`src/rtl/core/rotation_matrix_to_euler_zyx_top_defines.svh`:
```
// Assertion macros for the Euler angle block
`ifndef ROTATION_MATRIX_TO_EULER_ZYX_TOP_DEFINES_SVH
`define ROTATION_MATRIX_TO_EULER_ZYX_TOP_DEFINES_SVH

// Same-cycle implication, checked outside reset
`define EUL_ASSERT_NOW(lbl, ante, cons) \
    lbl: assert property (@(posedge clk) disable iff (!rst_n) (ante) |-> (cons)) \
        else $error("assertion failed");

// Next-cycle implication, checked outside reset
`define EUL_ASSERT_NEXT(lbl, ante, cons) \
    lbl: assert property (@(posedge clk) disable iff (!rst_n) (ante) |=> (cons)) \
        else $error("assertion failed");

`endif

```
`src/rtl/core/eul_pkg.sv`:
```
package eul_pkg;

    localparam int SqrtSteps     = 16;
    localparam int CordicStepsDef = 16;
    localparam int XyW           = 34;
    localparam int ZW            = 28;
    localparam int OpW           = 18;
    localparam int PreShift      = 12;
    localparam logic signed [ZW-1:0] HalfPiQ24 = 28'sd26353589;
    localparam logic signed [16:0]   PiQ313    = 17'sd25736;

    // square root pipeline word
    typedef struct packed {
        logic        valid;
        logic [31:0] rem;
        logic [31:0] root;
        logic signed [15:0] m00;
        logic signed [15:0] m10;
        logic signed [15:0] m20;
        logic signed [15:0] m21;
        logic signed [15:0] m22;
        logic signed [15:0] m11;
        logic signed [15:0] m12;
    } sq_t;

    // CORDIC pipeline word
    typedef struct packed {
        logic                  valid;
        logic                  zero;
        logic                  tag;
        logic signed [XyW-1:0] x;
        logic signed [XyW-1:0] y;
        logic signed [ZW-1:0]  z;
    } cordic_t;

    // round(atan(2^-i) * 2^24)
    function automatic logic signed [ZW-1:0] atan_q24(input int i);
        logic signed [ZW-1:0] v;
        case (i)
            0:  v = 28'sd13176795;
            1:  v = 28'sd7778716;
            2:  v = 28'sd4110060;
            3:  v = 28'sd2086331;
            4:  v = 28'sd1047214;
            5:  v = 28'sd524117;
            6:  v = 28'sd262123;
            7:  v = 28'sd131069;
            8:  v = 28'sd65536;
            9:  v = 28'sd32768;
            10: v = 28'sd16384;
            11: v = 28'sd8192;
            12: v = 28'sd4096;
            13: v = 28'sd2048;
            14: v = 28'sd1024;
            15: v = 28'sd512;
            16: v = 28'sd256;
            17: v = 28'sd128;
            18: v = 28'sd64;
            19: v = 28'sd32;
            20: v = 28'sd16;
            21: v = 28'sd8;
            22: v = 28'sd4;
            23: v = 28'sd2;
            default: v = '0;
        endcase
        return v;
    endfunction

    // scale operands and fold the left half-plane onto the right
    function automatic cordic_t prerot(input logic vld, input logic tg,
                                       input logic signed [OpW-1:0] yi,
                                       input logic signed [OpW-1:0] xi);
        cordic_t c;
        logic signed [XyW-1:0] xs;
        logic signed [XyW-1:0] ys;
        xs = XyW'(xi) <<< PreShift;
        ys = XyW'(yi) <<< PreShift;
        c.valid = vld;
        c.tag   = tg;
        c.zero  = (xi == '0) && (yi == '0);
        if (xs[XyW-1] && !ys[XyW-1])
        begin
            c.x = ys;
            c.y = -xs;
            c.z = HalfPiQ24;
        end
        else if (xs[XyW-1])
        begin
            c.x = -ys;
            c.y = xs;
            c.z = -HalfPiQ24;
        end
        else
        begin
            c.x = xs;
            c.y = ys;
            c.z = '0;
        end
        return c;
    endfunction

    // Q24 angle to saturated Q3.13
    function automatic logic signed [15:0] to_q313(input cordic_t c);
        logic signed [ZW-1:0] rz;
        logic signed [16:0]   r;
        rz = (c.z + ZW'(1024)) >>> 11;
        r  = 17'(rz);
        if (c.zero)
            r = '0;
        else if (r > PiQ313)
            r = PiQ313;
        else if (r < -PiQ313)
            r = -PiQ313;
        return r[15:0];
    endfunction

endpackage

```
`src/rtl/core/eul_sqrt_cell.sv`:
```
module eul_sqrt_cell import eul_pkg::*; #(
    parameter int K = 0
) (
    input  logic clk,
    input  logic rst_n,
    input  logic en,
    input  sq_t  din,
    output sq_t  dout
);

    localparam logic [31:0] Bit = 32'(1) << (2 * (SqrtSteps - 1 - K));

    sq_t         dout_reg;
    sq_t         dout_next;
    logic [32:0] trial;

    // one result bit per cell
    always_comb
    begin
        dout_next = din;
        trial     = {1'b0, din.root} + {1'b0, Bit};
        if ({1'b0, din.rem} >= trial)
        begin
            dout_next.rem  = din.rem - trial[31:0];
            dout_next.root = (din.root >> 1) + Bit;
        end
        else
        begin
            dout_next.root = din.root >> 1;
        end
    end

    always_ff @(posedge clk or negedge rst_n)
    begin
        if (!rst_n)
            dout_reg <= '0;
        else if (en)
            dout_reg <= dout_next;
    end

    assign dout = dout_reg;

endmodule

```
`config.mk`:
```
export PLATFORM = sky130hd
export DESIGN_NAME = eul_sqrt_cell
export DESIGN_NICKNAME = d
export VERILOG_FILES = /design/src/rtl/core/rotation_matrix_to_euler_zyx_top_defines.svh /design/src/rtl/core/eul_pkg.sv /design/src/rtl/core/eul_sqrt_cell.sv
export SDC_FILE = /design/constraint.sdc
export NUM_CORES = 1
export LEC_CHECK = 0
export ABC_AREA = 0
export BUFFER_PORTS_ARGS = -buffer_cell sky130_fd_sc_hd__buf_2
export CAP_MARGIN = 5
export CORE_MARGIN = 2
export CORE_UTILIZATION = 30
export CTS_BUF_LIST = sky130_fd_sc_hd__clkbuf_8
export DETAILED_ROUTE_END_ITERATION = 6
export PLACE_DENSITY = 0.63
export SLEW_MARGIN = 20
export SYNTH_ARGS = -nofsm -noshare
export SYNTH_HDL_FRONTEND = slang
export SYNTH_SLANG_ARGS = --single-unit
```
`constraint.sdc`:
```
create_clock -name clk -period 1 [get_ports clk]
set_input_delay 0.05 -clock clk [delete_from_list [all_inputs] [get_ports clk]]
set_output_delay 0.05 -clock clk [all_outputs]
set_load 0.01 [all_outputs]
```
==> results of run 1 <==
==> metrics by stage <==
stage	util, %	std cells	setup TNS (ps)
after floorplan	-	761	-38350
after global placement	42.5	1603	-49690
after detailed placement	42.5	1603	-50990
after CTS	52.6	1849	-47080
after global routing	54.1	1874	-55720
final	54.1	1876	-41200
==> report_power, final <==
part,total (uW),switching [uW],leakage [uW],internal (uW)
clock network,4900,3060,0.000190,1840
registers,8480,512,0.00206,7970
logic,7360,3180,0.00522,4180
total,20700,6750,0.00747,14000
==> cell usage after synthesis, drive strengths merged (2+ instances only) <==
| cell | instances | area (sq um) |
|---|---|---|
| a2111oi | 2 | 55.1 |
| a211o | 4 | 35.0 |
| a21o | 17 | 129 |
| a21oi | 33 | 165 |
| a221oi | 3 | 32.5 |
| a31oi | 29 | 181 |
| a41oi | 3 | 41.3 |
| and2 | 2 | 12.5 |
| and3 | 7 | 46.3 |
| buf | 9 | 70.1 |
| clkbuf | 28 | 146 |
| dfrtp | 177 | 4430 |
| ha | 34 | 425 |
| inv | 42 | 158 |
| mux2 | 147 | 1660 |
| mux2i | 2 | 20.0 |
| nand2 | 66 | 248 |
| nand2b | 5 | 31.3 |
| nand3 | 14 | 75.1 |
| nand3b | 2 | 15.0 |
| nand4 | 6 | 37.5 |
| nor2 | 45 | 169 |
| nor3 | 4 | 25.0 |
| o2111ai | 2 | 17.5 |
| o211ai | 6 | 58.8 |
| o21a | 2 | 15.0 |
| o21ai | 21 | 116 |
| o21bai | 3 | 22.5 |
| o31ai | 2 | 20.0 |
| or3 | 5 | 33.8 |
| xnor2 | 16 | 140 |
| xor2 | 7 | 61.3 |
==> area by class of cell <==
class / count / share of cell area [%]
Sequential cell: 177 / 28.4
Timing Repair inverter: 1 / 0.0561
Timing Repair Buffer: 732 / 36.7
Antenna cell: 3 / 0.0481
Clock buffer: 17 / 1.50
Multi-Input combinational cell: 505 / 28.1
Inverter: 42 / 1.23
Tap cell: 384 / 3.08
Clock inverter: 15 / 0.937
==> how the worst max path moves through the flow <==
stage | startpoint | end | slack (ps) | cells past startpoint
6_report | din[144] | dout[174] | -1170 | 14
5_1_grt | din[144] | dout[174] | -1280 | 14
4_1_cts | din[144] | dout[174] | -1160 | 14
3_5_place_dp | din[144] | dout[174] | -1860 | 14
3_3_place_gp | din[144] | dout[168] | -1840 | 14
2_1_floorplan | din[144] | dout[168] | -1460 | 13
==> what timing repair did <==
item,CTS,global route
gates cloned,4,0
resized for setup,104,38
pin swaps,40,24
buffers inserted,34,25
hold endpoints to repair,353,13
endpoints found under the setup margin,211,211
==> metal layers <==
metal  part of all wire, %  up-vias
met3                   6.3       52
met2                    51      281
met1                    40     4137
met4                   3.0        0
met5                     0        -
li1                      -     4128
==> placed cells by master, fill, tap and decap left out, types with 16 or more instances in the layout <==
cell type	count
xnor2_1	16
buf_6	62
mux2_2	143
a31oi_1	28
buf_2	292
a21o_1	16
dlygate4sd3_1	176
dfrtp_1	177
buf_12	16
nand2_1	57
clkbuf_8	19
buf_4	178
ha_1	21
inv_1	35
a21oi_1	24
nor2_1	43
==> worst register-to-register path, delay by kind of cell (launching register included) <==
family	cells	cell delay, ps
flip-flops	1	400
buffers and inverters	2	260
multiplexers	1	250
==> logic make-up (layout without fill, tap and decap cells) <==
group	count (synthesis)	in the layout	share of synthesized area, %
adder cells (fa/ha/maj)	35	35	5.04
AND/OR/NAND/NOR	162	162	8.36
other	0	3	0
buffers and inverters	79	807	4.24
XOR/XNOR	23	23	2.28
AO/OA/AOI/OAI	136	136	11.0
flip-flops	177	177	50.2
multiplexers	149	149	19.0
==> flow_summary.ini, run 1 <==
[worst_setup_path]
cp-end-kind = flip-flop
cp-start-kind = input port
crit_slowest_cell = a221o_1
arrival_ps = 2570
crit_buf_inv = 3
r2r_start = dout[18]
critPathKind = input port to flip-flop
reg2reg_depth = 3
cp_data_required_time_ps = 1400
cp_cell_sequence = buf_12 > inv_12 > ha_4 > inv_2 > fa_2 > a21o_1 > a221o_1 > a2111oi_4 > o2111a_2 > o31ai_4 > a31oi_1 > xnor2_1 > nand2_1 > a31oi_1
slowest_delay_ps = 370
crit_fanout = 3
path_common_cell = a31oi_1
cp_top_family = compound AO/OA/AOI/OAI gates
worstReg2RegEnd = dout[18]
reg2reg_setup_slack_ps = -10

[placement]
io_buffers = 356
globalplace.congestion = 0.808
dp_hpwl_um = 20600
placed_area_sq_mm = 0.0123
dp_slack_ps = -1860

[die]
num_rows = 62
dieArea_sq_mm = 0.0308
dieHeight_um = 176
pin_count = 357
core_area_sq_mm = 0.0289
die_x_um = 176
start_util_pct = 30.6

[yosys]
synth_cell_types = 64
ys_seq_area_share_pct = 50.2
ys_warn_count = 0
ys_ff_latch = 177
synth_ff_type = dfrtp_1
syn_inst = 761
syn-cell-area_sq_mm = 0.00883
ys_async_sr_fraction_pct = 100
syn_avg_cell_area_sq_um = 11.6
synth_edf_count = 0
synth_nets = 976

[clock_tree]
clkLatencyLatePin_ps = 470
tritoncts = built
hold_buffers = 176
cts_root_buf = clkbuf_8
cts_buffers = 17
clk_pin_slew_ps = 110
cts_num_sinks = 177
cts_max_path_buffers = 2
htreeDepth = 4

[layout]
multi_input_comb_area_sq_mm = 0.00439
seqCellArea_sq_mm = 0.00443
area_delta_synth_final_pct = 76.9
largest_reg_flops = 177
design_area_sq_mm = 0.0156
nFillCells = 2484
nets = 1691
drive_gt1_share_pct = 54.5

[global_routing]
antenna_found_initial = 2
met3_usage_pct = 5.41
grt_max_degree = 43
grt.busiest_layer = met2
gr-usage-all-layers_pct = 19.4
grt-ovfl-total = 0
grt_util_met2_pct = 34.4
grt_pass1_vias = 9189
grt_pass1_wl_um = 47200
use_met1_pct = 22.1

[run]
maxCapViolCount = 0

[detailed_routing]
firstDrtPassIters = 6
drt_iter0_drc = 264
post_drt_via_cell_ratio = 4.58
drt-wirelength-per-cell_um = 16.3
drcViolationCount = 0
postRouteAntennaNets = 0
num_vias = 8598
routed_wl_um = 30600

[timing]
relSlewSlack_pct = 77.3
worst_slack_ps = -1170
fmax_mhz = 461
layout_min_cycle_time_ps = 2170
hold_violations = 3
rsz0062_at_grt = yes
max_slew.worst_pin.slew_ps = 339
setup_viol = 214
period_share_pct = 217
fin_skew_ps = 0
hold-worst-slack_ps = -2.03
slew_violations = 0

[pwr]
irDropWorstVdd_v = 0.000780
power.total_uw = 20700
p_per_area_mw_per_mm2 = 1330
p_leak_uw = 0.00747

[outcome]
violations = negative hold slack, negative setup slack
outcome = complete, but fails checks

[min_path]
hp-class = input port to asynchronous set/reset pin
Power figures use the tool's default switching activity.
==> inputs of run 2 (changes only) <==
- PLACE_DENSITY: 0.63 -> not set
==> flow_summary.ini, run 2 (synthesis results as in run 1) <==
[clock_tree]
cts_num_sinks = 177
clk_pin_slew_ps = 110
clkLatencyLatePin_ps = 470
htreeDepth = 4
cts_root_buf = clkbuf_8
cts_buffers = 17
cts_max_path_buffers = 2
tritoncts = built

[pwr]
p_per_area_mw_per_mm2 = 1330
p_switching_uw = 6910
share_comb_of_total_power_pct = 36.0
irDropWorstVdd_v = 0.000884
internal_power_uw = 14100
p_leak_uw = 0.00757
seq_power_share_pct = 40.4
power.share.switching_pct = 32.9
pwr-share-clk_pct = 23.7

[detailed_routing]
drcViolationCount = 0
drt-wirelength-per-cell_um = 16.5
firstDrtPassIters = 4
num_vias = 8697
postRouteAntennaNets = 0
drt_iter0_drc = 299
post_drt_via_cell_ratio = 4.61
routed_wl_um = 31100

[die]
dieHeight_um = 176
pin_count = 357
num_rows = 62
start_util_pct = 30.6
die_x_um = 176
core_area_sq_mm = 0.0289
dieArea_sq_mm = 0.0308

[layout]
largest_reg_flops = 177
final_cell_mix = buf_2 (288), buf_4 (181), dfrtp_1 (177)
finish.utilization_pct = 55.0
design_area_sq_mm = 0.0159
nets = 1701
area_delta_synth_final_pct = 79.7
drive_gt1_share_pct = 56.2
final_common_cell = buf_2

[timing]
setup_viol = 214
relSlewSlack_pct = 73.1
hold_violations = 0
worst_slack_ps = -1170
period_share_pct = 217
fin_skew_ps = 0
rsz0062_at_grt = yes
layout_min_cycle_time_ps = 2170
fmax_mhz = 461
max_slew.worst_pin.slew_ps = 401
slew_violations = 0

[outcome]
outcome = complete, but fails checks
violations = negative setup slack

[global_routing]
gr-usage-all-layers_pct = 19.6
grt_pass1_wl_um = 47900
grt_max_degree = 35
grt-ovfl-total = 0
grt_pass1_vias = 9356
antenna_found_initial = 2

[min_path]
hp-class = input port to asynchronous set/reset pin

[worst_setup_path]
arrival_ps = 2580
cp_data_required_time_ps = 1410
critPathKind = input port to flip-flop
cp-end-kind = flip-flop
crit_fanout = 3
cp-start-kind = input port

[placement]
globalplace.congestion = 0.807
io_buffers = 356
dp_hpwl_um = 21100
placed_area_sq_mm = 0.0123

[run]
maxCapViolCount = 0
-- run 2: final cells by class --
type                    instances  area [sq um]
fillers                      2431         13000
repair buffers                743          5860
multi-input cells             505          4520
flip-flops and latches        177          4430
well taps                     384           480
clock buffers                  17           234
inverters                      42           188
clock inverters                15           149
diodes                          3          7.51
-- run 2: worst max-delay path: stages --
cell and delay [ps]:
buf_12 110, inv_12 40, ha_4 120, inv_2 40, fa_2 340, a21o_1 220
a221o_1 380, a2111oi_4 330, o2111a_2 320, o31ai_4 110, a31oi_1 170, xnor2_1 140
nand2_1 70, a31oi_1 150
-- run 2: power by group through the flow --
stage / clock network [uW] / logic (uW) / registers [uW]
3_5_place_dp: 0 / 5560 / 8530
4_1_cts: 5160 / 7060 / 8440
5_1_grt: 5460 / 8140 / 8590
3_3_place_gp: 0 / 5500 / 8510
2_1_floorplan: 0 / 2470 / 8910
6_report: 4980 / 7560 / 8490
-- run 2: worst paths after layout --
kind	cells after the start	endpoint	slack [ps]	start
hold reg to reg	1	dout[101]	510	dout[101]
hold / removal	2	dout[6]	30	rst_n
setup / recovery	14	dout[174]	-1170	din[144]
max in group asynchronous	3	dout[88]	470	rst_n
min in group clk	2	dout[107]	40	en
setup reg to reg	3	dout[14]	-40	dout[14]
-- run 2: stage by stage --
stage,cells,setup TNS (ps),power (uW),hold slack [ps],setup slack [ps]
finish,1886,-44620,21000,33.9,-1170
global route,1885,-57080,22200,15.6,-1270
global placement,1610,-54120,14000,-20.1,-1820
floorplan,761,-38350,11400,-246,-1460
CTS,1859,-47280,20700,1.45,-1120
detailed placement,1610,-55130,14100,-18.3,-1860
-- run 2: metal layers --
layer	part of all wire, %	track usage, %	routed length, um	vias up
li1	-	-	-	4159
met1	40	23.0	12500	4233
met2	52	35.2	16200	265
met3	5.4	4.39	1690	40
met4	2.5	6.96	767	0
met5	0	0	0	-
-- run 2: what timing repair did --
action                                 CTS  global route
endpoints found under the hold margin  351             0
hold buffers                           175             0
resized for setup                      114            70
pin swaps                               51            34
setup buffers                           39            26
cloned                                   4             1
setup endpoints to repair              211           211
